$ cat config.mk
export PLATFORM = sky130hd
export DESIGN_NAME = modular_exponentiation_flat
export DESIGN_NICKNAME = d
export VERILOG_FILES = /design/src/sv/modexp_pkg.sv /design/src/sv/modexp_if.sv /design/src/sv/modexp_mul.sv /design/src/sv/modular_exponentiation.sv /design/src/flat_wrapper.sv
export SDC_FILE = /design/constraint.sdc
export NUM_CORES = 1
export LEC_CHECK = 0
export BUFFER_PORTS_ARGS = -buffer_cell sky130_fd_sc_hd__buf_4
export CAP_MARGIN = 20
export CORE_ASPECT_RATIO = 0.5
export CORE_UTILIZATION = 35
export DETAILED_ROUTE_END_ITERATION = 10
export HOLD_SLACK_MARGIN = 0.15
export PLACE_DENSITY = 0.49
export SLEW_MARGIN = 0
export SYNTH_ARGS = -nofsm -noshare
export SYNTH_HDL_FRONTEND = slang
export SYNTH_SLANG_ARGS = --single-unit
$ cat constraint.sdc
create_clock -name clk_i -period 9.3 [get_ports clk_i]
set_input_delay 0 -clock clk_i [delete_from_list [all_inputs] [get_ports clk_i]]
set_output_delay 0 -clock clk_i [all_outputs]
set_load 0.02 [all_outputs]
$ cat src/sv/modexp_pkg.sv
package modexp_pkg;

  localparam int unsigned WIDTH  = 64;
  localparam int unsigned DATA_W = WIDTH;
  localparam int unsigned MOD_W  = WIDTH - 1;

  typedef logic [DATA_W-1:0] data_t;
  typedef logic [MOD_W-1:0]  mod_t;

  typedef struct packed {
    logic start;
    logic reduce;
  } mul_ctrl_t;

endpackage

$ cat src/sv/modexp_if.sv
interface modexp_in_if;
  logic                 valid;
  logic                 ready;
  modexp_pkg::data_t    base;
  modexp_pkg::data_t    exponent;
  modexp_pkg::mod_t     modulus;

  modport source (output valid, output base, output exponent, output modulus, input ready);
  modport sink   (input valid, input base, input exponent, input modulus, output ready);
endinterface

interface modexp_out_if;
  logic                 valid;
  logic                 ready;
  modexp_pkg::data_t    power_result;

  modport source (output valid, output power_result, input ready);
  modport sink   (input valid, input power_result, output ready);
endinterface

$ cat src/sv/modexp_mul.sv
module modexp_mul (
  input  logic                  clk_i,
  input  logic                  rst_ni,
  input  modexp_pkg::mul_ctrl_t ctrl_i,
  input  modexp_pkg::data_t     x_i,
  input  modexp_pkg::data_t     y_i,
  input  modexp_pkg::mod_t      m_i,
  output logic                  done_o,
  output modexp_pkg::data_t     prod_o
);

  logic              busy_q, busy_d;
  logic              done_q, done_d;
  logic              reduce_q, reduce_d;
  modexp_pkg::data_t x_q, x_d;
  modexp_pkg::data_t y_q, y_d;
  modexp_pkg::data_t acc_q, acc_d;
  modexp_pkg::data_t m_ext;
  modexp_pkg::data_t acc_sum;
  modexp_pkg::data_t y_dbl;

  assign m_ext   = {1'b0, m_i};
  assign acc_sum = acc_q + y_q;
  assign y_dbl   = {y_q[modexp_pkg::DATA_W-2:0], 1'b0};

  always_comb begin
    busy_d   = busy_q;
    done_d   = 1'b0;
    reduce_d = reduce_q;
    x_d      = x_q;
    y_d      = y_q;
    acc_d    = acc_q;
    if (ctrl_i.start) begin
      busy_d   = 1'b1;
      reduce_d = ctrl_i.reduce;
      x_d      = x_i;
      y_d      = y_i;
      acc_d    = '0;
    end else if (busy_q) begin
      if (x_q == '0) begin
        busy_d = 1'b0;
        done_d = 1'b1;
      end else begin
        if (x_q[0]) begin
          acc_d = (reduce_q && acc_sum >= m_ext) ? acc_sum - m_ext : acc_sum;
        end
        y_d = (reduce_q && y_dbl >= m_ext) ? y_dbl - m_ext : y_dbl;
        x_d = x_q >> 1;
      end
    end
  end

  always_ff @(posedge clk_i or negedge rst_ni) begin
    if (!rst_ni) begin
      busy_q <= 1'b0;
      done_q <= 1'b0;
    end else begin
      busy_q <= busy_d;
      done_q <= done_d;
    end
  end

  always_ff @(posedge clk_i) begin
    reduce_q <= reduce_d;
    x_q      <= x_d;
    y_q      <= y_d;
    acc_q    <= acc_d;
  end

  assign done_o = done_q;
  assign prod_o = acc_q;

endmodule

$ cat src/sv/modular_exponentiation.sv
// Modular exponentiation, base ** exponent mod modulus, 64-bit operands.
// Input channel in_i carries base, exponent and a 63-bit modulus; a
// transaction happens when valid and ready are high at a rising edge.
// Output channel out_o carries power_result, one transaction per input.
// A modulus of zero gives the power wrapped to 64 bits.
// Right-to-left square and multiply on one shared shift-add multiplier:
// each modular product adds and doubles over the significant bits of its
// first operand, lowest first, and stops when no set bit remains.
// An item takes one base reduction when the modulus is nonzero, then one
// square per exponent bit below the top set bit and one multiply per set
// bit: at most 127 products plus the reduction, far fewer for short
// exponents. in_i.ready is high only while no item is being worked on.
// The result sits in an output register; a new item is accepted while it
// waits. If the receiver still stalls when the next result is done, the
// block holds that result and stays busy until the register frees.
// Reset (rst_ni low, asynchronous) drops any item in flight and clears
// out_o.valid; the block comes out of reset idle and ready.
module modular_exponentiation (
  input  logic               clk_i,
  input  logic               rst_ni,
  modexp_in_if.sink          in_i,
  modexp_out_if.source       out_o
);

  typedef enum logic [2:0] {
    S_IDLE,
    S_RED,
    S_BIT,
    S_MUL,
    S_SQR,
    S_OUT
  } state_e;

  state_e                state_q, state_d;
  logic                  issued_q, issued_d;
  logic                  out_valid_q, out_valid_d;
  modexp_pkg::data_t     out_data_q, out_data_d;
  modexp_pkg::data_t     e_q, e_d;
  modexp_pkg::data_t     b_q, b_d;
  modexp_pkg::data_t     acc_q, acc_d;
  modexp_pkg::mod_t      m_q, m_d;
  modexp_pkg::data_t     one_q, one_d;

  modexp_pkg::mul_ctrl_t mul_ctrl;
  modexp_pkg::data_t     mul_x;
  modexp_pkg::data_t     mul_y;
  logic                  mul_done;
  modexp_pkg::data_t     mul_prod;
  logic                  out_free;

  assign out_free = !out_valid_q || out_o.ready;

  always_comb begin
    mul_x = b_q;
    mul_y = b_q;
    case (state_q)
      S_RED: begin
        mul_x = b_q;
        mul_y = one_q;
      end
      S_MUL: begin
        mul_x = acc_q;
        mul_y = b_q;
      end
      default: begin
        mul_x = b_q;
        mul_y = b_q;
      end
    endcase
  end

  always_comb begin
    state_d         = state_q;
    issued_d        = issued_q;
    out_valid_d     = out_valid_q;
    out_data_d      = out_data_q;
    e_d             = e_q;
    b_d             = b_q;
    acc_d           = acc_q;
    m_d             = m_q;
    one_d           = one_q;
    mul_ctrl.start  = 1'b0;
    mul_ctrl.reduce = (m_q != '0);

    if (out_valid_q && out_o.ready) begin
      out_valid_d = 1'b0;
    end

    case (state_q)
      S_IDLE: begin
        if (in_i.valid) begin
          e_d   = in_i.exponent;
          b_d   = in_i.base;
          m_d   = in_i.modulus;
          one_d = (in_i.modulus == modexp_pkg::mod_t'(1)) ? '0 : modexp_pkg::data_t'(1);
          acc_d = one_d;
          state_d = (in_i.modulus == '0) ? S_BIT : S_RED;
        end
      end
      S_RED, S_MUL, S_SQR: begin
        if (!issued_q) begin
          mul_ctrl.start = 1'b1;
          issued_d       = 1'b1;
        end else if (mul_done) begin
          issued_d = 1'b0;
          case (state_q)
            S_RED: begin
              b_d     = mul_prod;
              state_d = S_BIT;
            end
            S_MUL: begin
              acc_d   = mul_prod;
              state_d = (e_q[modexp_pkg::DATA_W-1:1] == '0) ? S_OUT : S_SQR;
            end
            default: begin
              b_d     = mul_prod;
              e_d     = e_q >> 1;
              state_d = S_BIT;
            end
          endcase
        end
      end
      S_BIT: begin
        if (e_q == '0) begin
          state_d = S_OUT;
        end else if (e_q[0]) begin
          state_d = S_MUL;
        end else begin
          state_d = S_SQR;
        end
      end
      S_OUT: begin
        if (out_free) begin
          out_valid_d = 1'b1;
          out_data_d  = acc_q;
          state_d     = S_IDLE;
        end
      end
      default: begin
        state_d = S_IDLE;
      end
    endcase
  end

  always_ff @(posedge clk_i or negedge rst_ni) begin
    if (!rst_ni) begin
      state_q     <= S_IDLE;
      issued_q    <= 1'b0;
      out_valid_q <= 1'b0;
    end else begin
      state_q     <= state_d;
      issued_q    <= issued_d;
      out_valid_q <= out_valid_d;
    end
  end

  always_ff @(posedge clk_i) begin
    out_data_q <= out_data_d;
    e_q        <= e_d;
    b_q        <= b_d;
    acc_q      <= acc_d;
    m_q        <= m_d;
    one_q      <= one_d;
  end

  modexp_mul u_mul (
    .clk_i  (clk_i),
    .rst_ni (rst_ni),
    .ctrl_i (mul_ctrl),
    .x_i    (mul_x),
    .y_i    (mul_y),
    .m_i    (m_q),
    .done_o (mul_done),
    .prod_o (mul_prod)
  );

  assign in_i.ready         = (state_q == S_IDLE);
  assign out_o.valid        = out_valid_q;
  assign out_o.power_result = out_data_q;

endmodule

$ cat src/flat_wrapper.sv
// flat-port wrapper written by rule: the top's interface ports become plain ports
module modular_exponentiation_flat 
  (clk_i, rst_ni, in_i_valid, in_i_base, in_i_exponent, in_i_modulus, in_i_ready, out_o_valid, out_o_power_result, out_o_ready);
  modexp_in_if in_i_i ();
  modexp_out_if out_o_i ();
  input  logic clk_i;
  input  logic rst_ni;
  input wire logic [$bits(in_i_i.valid)-1:0] in_i_valid;
  input wire logic [$bits(in_i_i.base)-1:0] in_i_base;
  input wire logic [$bits(in_i_i.exponent)-1:0] in_i_exponent;
  input wire logic [$bits(in_i_i.modulus)-1:0] in_i_modulus;
  output wire logic [$bits(in_i_i.ready)-1:0] in_i_ready;
  output wire logic [$bits(out_o_i.valid)-1:0] out_o_valid;
  output wire logic [$bits(out_o_i.power_result)-1:0] out_o_power_result;
  input wire logic [$bits(out_o_i.ready)-1:0] out_o_ready;
  assign in_i_i.valid = in_i_valid;
  assign in_i_i.base = in_i_base;
  assign in_i_i.exponent = in_i_exponent;
  assign in_i_i.modulus = in_i_modulus;
  assign in_i_ready = in_i_i.ready;
  assign out_o_valid = out_o_i.valid;
  assign out_o_power_result = out_o_i.power_result;
  assign out_o_i.ready = out_o_ready;
  modular_exponentiation u_core (.clk_i(clk_i), .rst_ni(rst_ni), .in_i(in_i_i), .out_o(out_o_i));
endmodule
==> results of run 1 <==
## final cells by class
class	instances	area, um^2	area share (%)
repair buffers	618	5500	13.48
flip-flops and latches	520	14940	36.62
multi-input cells	2519	16700	40.94
inverters	116	435.4	1.067
diodes	2	5.005	0.01227
clock buffers	72	1440	3.530
well taps	1240	1551	3.803
clock inverters	27	224.0	0.5490
## worst max-delay path, cell delays in order, from the launching register on
cell and delay, ps:
edfxtp_1 420, ha_1 280, fa_1 440, a211oi_1 330, o21ai_0 280, a211oi_1 800, or4_1 290, nand3_1 220
a2111oi_0 850, buf_2 290, o31ai_1 160, a21o_1 210, a21oi_1 160, xnor2_1 180, ha_1 340, nor2b_1 160
o21ai_0 170, nand2b_1 90, a21o_1 180, a21oi_1 260, o21ai_0 170, o21a_1 220, or2_2 310, o21ai_4 160
buf_4 540, mux2i_1 310, a21oi_1 100
## flip-flops by register name, summed over array words and instances, names as in the netlist
| signal | count |
|---|---|
| u_core.m_q | 63 |
| u_core.one_q | 1 |
| u_core.acc_q | 64 |
| u_core.u_mul.x_q | 64 |
| u_core.issued_q | 1 |
| u_core.out_o.power_result | 64 |
| u_core.u_mul.prod_o | 64 |
| u_core.u_mul.y_q | 64 |
| u_core.u_mul.reduce_q | 1 |
| u_core.e_q | 64 |
| u_core.u_mul.done_o | 1 |
| u_core.out_o.valid | 1 |
| u_core.u_mul.busy_q | 1 |
| u_core.state_q | 3 |
| u_core.b_q | 64 |
## layer usage
| metal | global-route usage [%] | vias to the layer above | routed length, um |
|---|---|---|---|
| met4 | 4.648 | 0 | 1990 |
| met1 | 37.25 | 13900 | 58800 |
| met3 | 3.810 | 124 | 7194 |
| met2 | 37.84 | 822 | 51940 |
| li1 | - | 13370 | - |
| met5 | 0 | - | 0 |
## per-stage QoR
stage,hold slack (ps),cell area (um^2),setup WS (ps),instances
after floorplan,-295.6,32660,3561,3325
after global placement,-174.2,35850,1146,4688
after detailed placement,-172.7,35900,1491,4691
after CTS,150.0,40770,1433,5110
after global routing,171.2,40790,907.8,5112
final,181.8,40800,1162,5114
## cell usage in the layout, fill, tap and decap left out, types with 17 or more instances in the layout
master | Yosys | final
buf_4 | 5 | 291
nand2b_1 | 30 | 29
and2_1 | 75 | 73
inv_1 | 116 | 116
and3_1 | 17 | 17
mux2i_1 | 170 | 170
a211oi_1 | 25 | 25
nor2_1 | 121 | 118
o31ai_1 | 18 | 18
dlygate4sd3_1 | 0 | 320
nand3_1 | 70 | 70
ha_1 | 189 | 189
edfxtp_1 | 449 | 449
o21a_1 | 27 | 27
nor3_1 | 33 | 32
o21bai_1 | 22 | 22
nor4_1 | 72 | 71
xnor2_1 | 104 | 104
o211ai_1 | 24 | 24
nand4_1 | 55 | 55
xor2_1 | 70 | 70
nor2b_1 | 24 | 24
dfxtp_1 | 64 | 64
a31oi_1 | 25 | 25
clkbuf_16 | 0 | 55
clkbuf_1 | 145 | 17
o21ai_0 | 255 | 255
nand2_1 | 406 | 406
a21oi_1 | 330 | 327
a21o_1 | 211 | 210
## cell families after synthesis
family | synth area share [%]
xor gates and xnor gates | 4.735
muxes | 5.382
adders and majority gates | 7.424
DFF | 45.74
and+or+nand+nor | 13.94
AOI/OAI and AO/OA | 19.37
buffers and inverters | 3.409
## path summary, 6_finish.rpt
check,startpoint,endpoint,depth (start not counted)
max,u_core.u_mul.y_q[0],u_core.u_mul.prod_o[34],26
min,in_i_exponent[54],u_core.e_q[54],4
min reg2reg,u_core.acc_q[13],u_core.out_o.power_result[13],0
min in group asynchronous,rst_ni,u_core.issued_q,3
max in group asynchronous,rst_ni,u_core.out_o.valid,3
max reg2reg,u_core.u_mul.y_q[0],u_core.u_mul.prod_o[34],26
==> reports/results.md, run 1 <==
| Step | Metric | Reported |
|---|---|---|
| floorplan | # IOs | 261 |
| logic synthesis | Count of distinct cell types in the synthesized netlist | 77 |
| logic synthesis | Largest cells by area after synthesis | edfxtp_1, ha_1, mux2i_1, a21oi_1, a21o_1 |
| timing | Setup Viol. Count Final | 0 |
| clock network | CTS clk-pin slew, worst paths | 60 ps |
| setup path | Startpoint Class | flop |
| floorplan | Core area | 91540 um^2 |
| logic synthesis | Share of the synthesized area in the top cell type | 41.28% |
| floorplan | Initial core utilization | 35.68% |
| clock network | Total number of H-tree levels | 2 |
| route | DR iter-0 viols | 2190 |
| logic synthesis | Count leader, synth | edfxtp_1 |
| logic synthesis | Sequential fraction of the synthesis area | 45.74% |
| outcome | Outcome | completed |
| global route | All-layer global routing usage | 24.88% |
| setup path | FF-to-FF setup slack | 1160 ps |
| floorplan | Die width | 434.0 um |
| run | Max cap viols | 0 |
| setup path | Type of the setup path with the least slack | reg -> reg |
| final layout | Fraction of final layout cells sized beyond drive strength 1 | 10.61% |
| logic synthesis | Instance count of the mapped netlist | 3325 |
| logic synthesis | Post-synth design cell area | 32660 um^2 |
| route | 1st-pass router iterations | 6 |
| floorplan | Die area | 94620 um^2 |
| final layout | Filler Cell Count | 8934 |
| route | Per-cell routed wire length | 23.45 um |
| clock network | # hold bufs at CTS | 320 |
| clock network | Cell at the root of the clock tree | clkbuf_16 |
| route | Number of vias in the routed layout | 28220 |
| timing | Part of the cycle the worst path needs | 87.50% |
| logic synthesis | Commonest cells in the netlist | edfxtp_1, nand2_1, a21oi_1 |
| timing | Count of endpoints failing hold in the final timing report | 0 |
| placement | IO buf count | 260 |
| clock network | Clock Path Buffers | 3 |
| logic synthesis | FF+latch count, synth | 520 |
| placement | Placer congestion estimate | 0.9500 |
| timing | Unrepaired setup endpoints after global routing | no |
| clock network | Post-CTS setup buffer count | 0 |
| global route | Largest net degree at the start of global routing | 136 |
| clock network | Worst-skew pair later-pin latency | 640 ps |
| global route | Vias in the first global route | 27050 |
| route | Vias per cell | 5.518 |
| logic synthesis | Average footprint of a synthesized cell | 9.823 um^2 |
| final layout | Core utilization of the finished layout | 44.56% |
| clock network | Sinks on the clock net | 520 |
| setup path | Endpoint class of the critical path | flop |
| logic synthesis | Main flop type after synthesis | edfxtp_1 |
| timing | Max-slew violation count | 0 |
| clock network | TritonCTS clock tree | done |
| timing | Max-Slew Margin vs Limit | 25.32% |
| route | Post-detailed-route count of antenna-violating nets | 0 |
| timing | Layout Skew | 29.62 ps |
| global route | Grt ovf | 0 |
| clock network | Number of buffers created by CTS | 53 |
| logic synthesis | Leading area contributor after synthesis | edfxtp_1 |
| setup path | Arrival time worst endpoint | 8610 ps |
| floorplan | Die Span Y | 218.0 um |
| logic synthesis | Synthesized Nets | 3712 |
| final layout | Area grow syn2layout | 24.90% |
| logic synthesis | Number of enable-type register cells in the synthesized netlist | 449 |
| final layout | Count of nets after finishing | 4215 |
| global route | Global-route wire length before repair | 176900 um |
| timing | Slew @ Worst Pin | 1120 ps |
| timing | Max frequency | 122.9 MHz |
| logic synthesis | Yosys warns | 0 |
| placement | Final HPWL DP | 88150 um |
| global route | Number of antenna violations at the first check in global routing | 1 |
| setup path | Worst endpoint required time | 9770 ps |
| setup path | Peak fanout along the critical path | 40 |
| clock network | Resized Gates After CTS | 0 |
| timing | Final min period | 8138 ps |
| hold path | Worst hold-check path type | in -> reg |
| route | DRC viols | 0 |
| logic synthesis | Share of flip-flops with an asynchronous set or reset | 1.346% |
| timing | Total Neg Setup Slack | 0 ps |
| route | Aggregate routed wire length | 119900 um |
| floorplan | Site row count | 78 |
Power of run 1 is not shown: default switching activity piles up to over one toggle a cycle in this logic, so the estimate is an artifact.
==> run 2, diff against run 1 <==
- CORE_UTILIZATION: 35 -> 40
- PLACE_DENSITY: 0.49 -> 0.55
==> run 2 against run 1 <==
Effect of this change: register-to-register slack got worse by 200 ps; count of clock-buffer cells in the layout fell by 10; die area fell by 12%; utilization rose by 5.4 points; clock skew fell by 14 ps; wire length fell by 5.4%; global-route usage rose by 2.0 points; critical path type unchanged; critical endpoint is now u_core.u_mul.prod_o[31]; highest routed layer is now met5.
==> reports/results.md, run 2 (synthesized netlist as in run 1, its figures left out) <==
| Step | Metric | Reported |
|---|---|---|
| route | Wire length on met3 | 8268 um |
| route | DRC viols | 0 |
| global route | Number of antenna violations at the first check in global routing | 5 |
| timing | Part of the cycle the worst path needs | 89.67% |
| outcome | Outcome | completed |
| floorplan | Die Span Y | 204.1 um |
| timing | Max-slew violation count | 0 |
| setup path | Terminus of the critical flop-to-flop path | u_core.u_mul.prod_o[31] |
| clock network | Post-CTS setup buffer count | 0 |
| floorplan | Die width | 406.1 um |
| floorplan | Site row count | 73 |
| hold path | Hold endpoint | u_core.e_q[26] |
| route | Top Layer Used | met5 |
| final layout | Area grow syn2layout | 22.66% |
| setup path | Arrival time worst endpoint | 8820 ps |
| setup path | Peak fanout along the critical path | 53 |
| hold path | Worst hold-check path type | in -> reg |
| global route | Vias in the first global route | 26750 |
| setup path | Startpoint Class | flop |
| final layout | Commonest cells after routing, fill and taps aside | edfxtp_1, nand2_1, a21oi_1, buf_4, dlygate4sd3_1 |
| route | Aggregate routed wire length | 113500 um |
| clock network | Clock Path Buffers | 3 |
| route | Per-cell routed wire length | 23.15 um |
| timing | Layout Skew | 15.30 ps |
| route | Wire length on met2 | 47670 um |
| clock network | Worst-skew pair later-pin latency | 630 ps |
| hold path | Startpoint of the most critical hold path | in_i_exponent[26] |
| floorplan | # IOs | 261 |
| setup path | Type of the setup path with the least slack | reg -> reg |
| setup path | Endpoint class of the critical path | flop |
| clock network | Resized Gates After CTS | 0 |
| final layout | FF/Latch Area | 14940 um^2 |
| setup path | Maximum single-stage delay on the critical path | 840 ps |
| route | Metal1 wirelength | 55760 um |
| global route | Grt ovf | 0 |
| final layout | Count of nets after finishing | 4159 |
| setup path | Worst reg2reg startpoint | u_core.u_mul.y_q[1] |
| global route | Largest net degree at the start of global routing | 96 |
| timing | Total Neg Setup Slack | 0 ps |
| run | Max cap viols | 0 |
| setup path | Library cell contributing the largest single delay on the critical path | buf_4 |
| timing | Slew @ Worst Pin | 1206 ps |
| setup path | Cell with the most instances on the worst path | a21oi_1 |
| placement | IO buf count | 260 |
| placement | Final HPWL DP | 83160 um |
| final layout | Multi-input logic area | 16700 um^2 |
| route | Vias per cell | 5.702 |
| timing | Count of endpoints failing hold in the final timing report | 0 |
| timing | Final min period | 8339 ps |
| clock network | CTS clk-pin slew, worst paths | 70 ps |
| route | Number of vias in the routed layout | 27950 |
| setup path | FF-to-FF setup slack | 960 ps |
| route | DR iter-0 viols | 2622 |
| final layout | Filler Cell Count | 7391 |
| timing | Unrepaired setup endpoints after global routing | no |
| placement | Placer congestion estimate | 0.9534 |
| clock network | Number of buffers created by CTS | 51 |
| floorplan | Initial core utilization | 40.77% |
| clock network | Total number of H-tree levels | 2 |
| clock network | Sinks on the clock net | 520 |
| setup path | Number of cell instances on the worst register-to-register path | 25 |
| timing | Setup Viol. Count Final | 0 |
| final layout | Fraction of final layout cells sized beyond drive strength 1 | 10.60% |
| hold path | WHS Path Cells | 4 |
| final layout | Commonest non-fill, non-tap cell in the layout | edfxtp_1 |
| clock network | Cell at the root of the clock tree | clkbuf_16 |
| route | 1st-pass router iterations | 6 |
| floorplan | Core area | 80100 um^2 |
| timing | Max-Slew Margin vs Limit | 19.48% |
| setup path | Worst endpoint required time | 9780 ps |
| timing | Max frequency | 119.9 MHz |
| clock network | TritonCTS clock tree | done |
| clock network | # hold bufs at CTS | 272 |
| floorplan | Die area | 82870 um^2 |
| global route | All-layer global routing usage | 26.84% |
| route | Post-detailed-route count of antenna-violating nets | 0 |
| global route | Global-route wire length before repair | 168600 um |
[run 2: through the flow]
step / hold WS [ps] / setup WS [ps] / std cells / instance area [um^2] / util, %
2_1_floorplan: -295.6 / 3561 / 3325 / 32660 / -
3_3_place_gp: -170.1 / 1088 / 4531 / 35600 / 44.45
3_5_place_dp: -171.4 / 1286 / 4534 / 35620 / 44.47
4_1_cts: 150.0 / 1230 / 4900 / 40060 / 50.01
5_1_grt: 171.1 / 651.7 / 4901 / 40060 / 50.01
6_report: 187.4 / 960.7 / 4902 / 40060 / 50.01
[run 2: layout make-up]
cell class	count	area share (%)
Clock buffer	62	3.445
Inverter	116	1.087
Tap cell	1087	3.395
Multi-Input combinational cell	2519	41.68
Timing Repair Buffer	564	12.25
Antenna cell	2	0.01249
Clock inverter	32	0.8401
Sequential cell	520	37.29
[run 2: how the worst max path moves through the flow]
stage	slack, ps	start	to
2_1_floorplan	3560	u_core.state_q[2]	u_core.e_q[0]
3_3_place_gp	1090	u_core.u_mul.y_q[0]	u_core.u_mul.prod_o[27]
3_5_place_dp	1290	u_core.u_mul.y_q[1]	u_core.u_mul.prod_o[31]
4_1_cts	1230	u_core.u_mul.y_q[1]	u_core.u_mul.prod_o[31]
5_1_grt	650	u_core.u_mul.y_q[1]	u_core.u_mul.prod_o[22]
6_report	960	u_core.u_mul.y_q[1]	u_core.u_mul.prod_o[31]
[run 2: worst max-delay path: cells and delay by family, from the launching register on]
family / cells / cell delay, ps
XOR/XNOR: 1 / 180
flip-flops: 1 / 480
multiplexers: 1 / 310
AO/OA/AOI/OAI: 19 / 5240
AND/OR/NAND/NOR: 1 / 320
buffers and inverters: 1 / 840
adder cells (fa/ha/maj): 2 / 690
[run 2: routing by layer]
layer	track usage [%]	vias up
met3	5.110	112
met1	40.65	13650
met5	0	-
li1	-	13250
met2	39.73	944
met4	4.690	2
Power of run 2 is left out for the same reason.
==> run 3, diff against run 2 <==
- SYNTH_HIERARCHICAL: not set -> 1
==> run 3 against run 2 <==
Effect of this change: utilization is 0.40 points lower; setup slack better by 600 ps; register-to-register slack better by 600 ps; sequential share of layout area is 1.6 points lower; maximum frequency is 7.8% higher; synthesized cell count is 5.9% higher; critical path type unchanged; largest cell class unchanged.
==> reports/results.md, run 3 <==
| Step | Metric | Reported |
|---|---|---|
| global route | Global-route wire length before repair | 186500 um |
| logic synthesis | Share of flip-flops with an asynchronous set or reset | 1.346% |
| clock network | Total number of H-tree levels | 2 |
| timing | Total Neg Setup Slack | 0 ps |
| floorplan | Initial core utilization | 40.62% |
| setup path | Combined buffer and inverter count along the critical path | 1 |
| route | Aggregate routed wire length | 126100 um |
| clock network | Post-CTS setup buffer count | 0 |
| clock network | Worst-skew pair later-pin latency | 640 ps |
| route | 1st-pass router iterations | 6 |
| placement | IO buf count | 260 |
| logic synthesis | Multiplexer share of the synthesized area | 6.455% |
| logic synthesis | Commonest cells in the netlist | nand2_1, edfxtp_1, a21oi_1 |
| route | DR iter-0 viols | 3295 |
| timing | Unrepaired setup endpoints after global routing | no |
| outcome | Outcome | completed |
| route | Number of vias in the routed layout | 29940 |
| floorplan | Site row count | 75 |
| global route | Number of antenna violations at the first check in global routing | 6 |
| timing | Count of endpoints failing hold in the final timing report | 0 |
| final layout | Commonest cells after routing, fill and taps aside | nand2_1, edfxtp_1, dlygate4sd3_1, buf_4, a21oi_1 |
| setup path | Endpoint class of the critical path | flop |
| timing | Max-Slew Margin vs Limit | 22.76% |
| route | DRC viols | 0 |
| floorplan | Die area | 86920 um^2 |
| logic synthesis | Leading area contributor after synthesis | edfxtp_1 |
| setup path | Peak fanout along the critical path | 40 |
| logic synthesis | Count of distinct cell types in the synthesized netlist | 90 |
| route | Vias per cell | 5.830 |
| placement | Worst setup timing slack at the placement stage | 1792 ps |
| global route | All-layer global routing usage | 28.35% |
| hold path | Worst hold-check path type | in -> reg |
| logic synthesis | Synthesized Nets | 3907 |
| setup path | Maximum single-stage delay on the critical path | 700 ps |
| route | Post-detailed-route count of antenna-violating nets | 0 |
| logic synthesis | Post-synthesis share of cell area spent on and, or, nand and nor gates | 16.99% |
| clock network | Clock Path Buffers | 3 |
| global route | Vias in the first global route | 28560 |
| setup path | Worst endpoint required time | 9830 ps |
| logic synthesis | FF+latch count, synth | 520 |
| logic synthesis | Yosys warns | 6 |
| setup path | Library cell contributing the largest single delay on the critical path | nor3_1 |
| final layout | Fraction of final layout cells sized beyond drive strength 1 | 15.05% |
| timing | Part of the cycle the worst path needs | 83.21% |
| timing | Final min period | 7738 ps |
| placement | Dpl cell area | 37120 um^2 |
| clock network | # hold bufs at CTS | 292 |
| timing | Setup Viol. Count Final | 0 |
| setup path | Arrival time worst endpoint | 8270 ps |
| logic synthesis | Instance count of the mapped netlist | 3520 |
| floorplan | # IOs | 261 |
| logic synthesis | Largest cells by area after synthesis | edfxtp_1, ha_1, mux2_2, nand2_1, a21oi_1 |
| placement | Placer congestion estimate | 0.9444 |
| final layout | Commonest non-fill, non-tap cell in the layout | nand2_1 |
| logic synthesis | Synth Area in Compound Gates | 17.80% |
| clock network | Number of buffers created by CTS | 53 |
| floorplan | Core area | 84360 um^2 |
| logic synthesis | Average footprint of a synthesized cell | 9.736 um^2 |
| final layout | Area grow syn2layout | 22.14% |
| setup path | Ordered list of cells on the worst path | ha_1 > fa_1 > a21oi_1 > o21ai_1 > o211ai_1 > a311oi_1 > nor3_1 > a21oi_1 > o211ai_1 > nand2_1 > a41oi_1 > and2_1 > ha_1 > nor2b_1 > o21ai_0 > nand2b_1 > a2111oi_0 > o21ai_0 > o21a_1 > a21oi_4 > buf_12 > o311ai_0 > a311oi_1 |
| timing | Max-slew violation count | 0 |
| run | Max cap viols | 0 |
| clock network | Resized Gates After CTS | 0 |
| logic synthesis | Share of the synthesized area in the top cell type | 39.34% |
| clock network | CTS clk-pin slew, worst paths | 70 ps |
| logic synthesis | Sequential fraction of the synthesis area | 43.59% |
| floorplan | Die width | 415.9 um |
| final layout | Count of nets after finishing | 4363 |
| timing | Slew @ Worst Pin | 1153 ps |
| clock network | Sinks on the clock net | 520 |
| logic synthesis | Main combinational cell family by area after synthesis | compound AO/OA/AOI/OAI gates |
| timing | Smallest setup slack after layout | 1562 ps |
| clock network | TritonCTS clock tree | done |
| timing | Max frequency | 129.2 MHz |
| floorplan | Die Span Y | 209.0 um |
| logic synthesis | Main flop type after synthesis | edfxtp_1 |
| route | Per-cell routed wire length | 24.56 um |
| global route | Largest net degree at the start of global routing | 132 |
| logic synthesis | Count leader, synth | nand2_1 |
| setup path | Critical path's top delay family | compound AO/OA/AOI/OAI gates |
| setup path | Startpoint Class | flop |
| logic synthesis | Adder-cell area share of the yosys netlist | 7.076% |
| logic synthesis | XOR/XNOR share of the synthesized area | 4.308% |
| logic synthesis | Post-synth design cell area | 34270 um^2 |
| timing | Layout Skew | 31.67 ps |
| final layout | Final design instance area without fill | 41860 um^2 |
| placement | Final HPWL DP | 93590 um |
| setup path | Type of the setup path with the least slack | reg -> reg |
| clock network | Cell at the root of the clock tree | clkbuf_16 |
| logic synthesis | Number of enable-type register cells in the synthesized netlist | 449 |
| global route | Grt ovf | 0 |
run 3: stage by stage:
stage                     cells  utilization, %  hold slack, ps
after global routing       5136           49.61           162.0
after detailed placement   4740           44.00          -177.6
after global placement     4740           44.00          -175.3
after CTS                  5130           49.48           150.0
after floorplan            3520               -          -295.6
final                      5136           49.61           174.9
run 3: final cells by class:
class	instances	area, um^2
inverters	116	435.4
repair buffers	586	5228
clock inverters	33	275.3
clock buffers	65	1423
well taps	1116	1396
fillers	7771	42510
multi-input cells	2699	18160
flip-flops and latches	520	14940
diodes	1	2.502
run 3: routing by layer:
metal	wire (um)	part of all wire, %	up-vias	track usage, %
li1	-	-	13930	-
met1	60670	48	14780	43.44
met2	53020	42	1134	41.53
met3	10860	8.6	101	5.812
met4	1571	1.2	2	3.970
met5	10	0.0079	-	0
run 3: worst paths after layout:
path                                           from  cells past startpoint                       endpoint  slack (ps)
worst max-delay path            u_core/u_mul/y_q[0]                     23        u_core/u_mul/prod_o[49]        1560
worst min-delay path               in_i_modulus[34]                      2                 u_core/m_q[34]         170
worst max register to register  u_core/u_mul/y_q[0]                     23        u_core/u_mul/prod_o[49]        1560
worst min register to register     u_core/acc_q[17]                      0  u_core/out_o.power_result[17]         450
max in group asynchronous                    rst_ni                      3            u_core/u_mul/done_o        8690
min in group asynchronous                    rst_ni                      3              u_core/state_q[0]         350
run 3: logic make-up (layout without fill, tap and decap cells):
| kind of cell | Yosys count | in the layout |
|---|---|---|
| other | 0 | 1 |
| DFF | 520 | 520 |
| adders and majority gates | 192 | 192 |
| AOI/OAI and AO/OA | 930 | 930 |
| xor gates and xnor gates | 167 | 167 |
| muxes | 197 | 197 |
| buffers and inverters | 301 | 800 |
| and+or+nand+nor | 1213 | 1213 |
Power of run 3 is left out for the same reason.
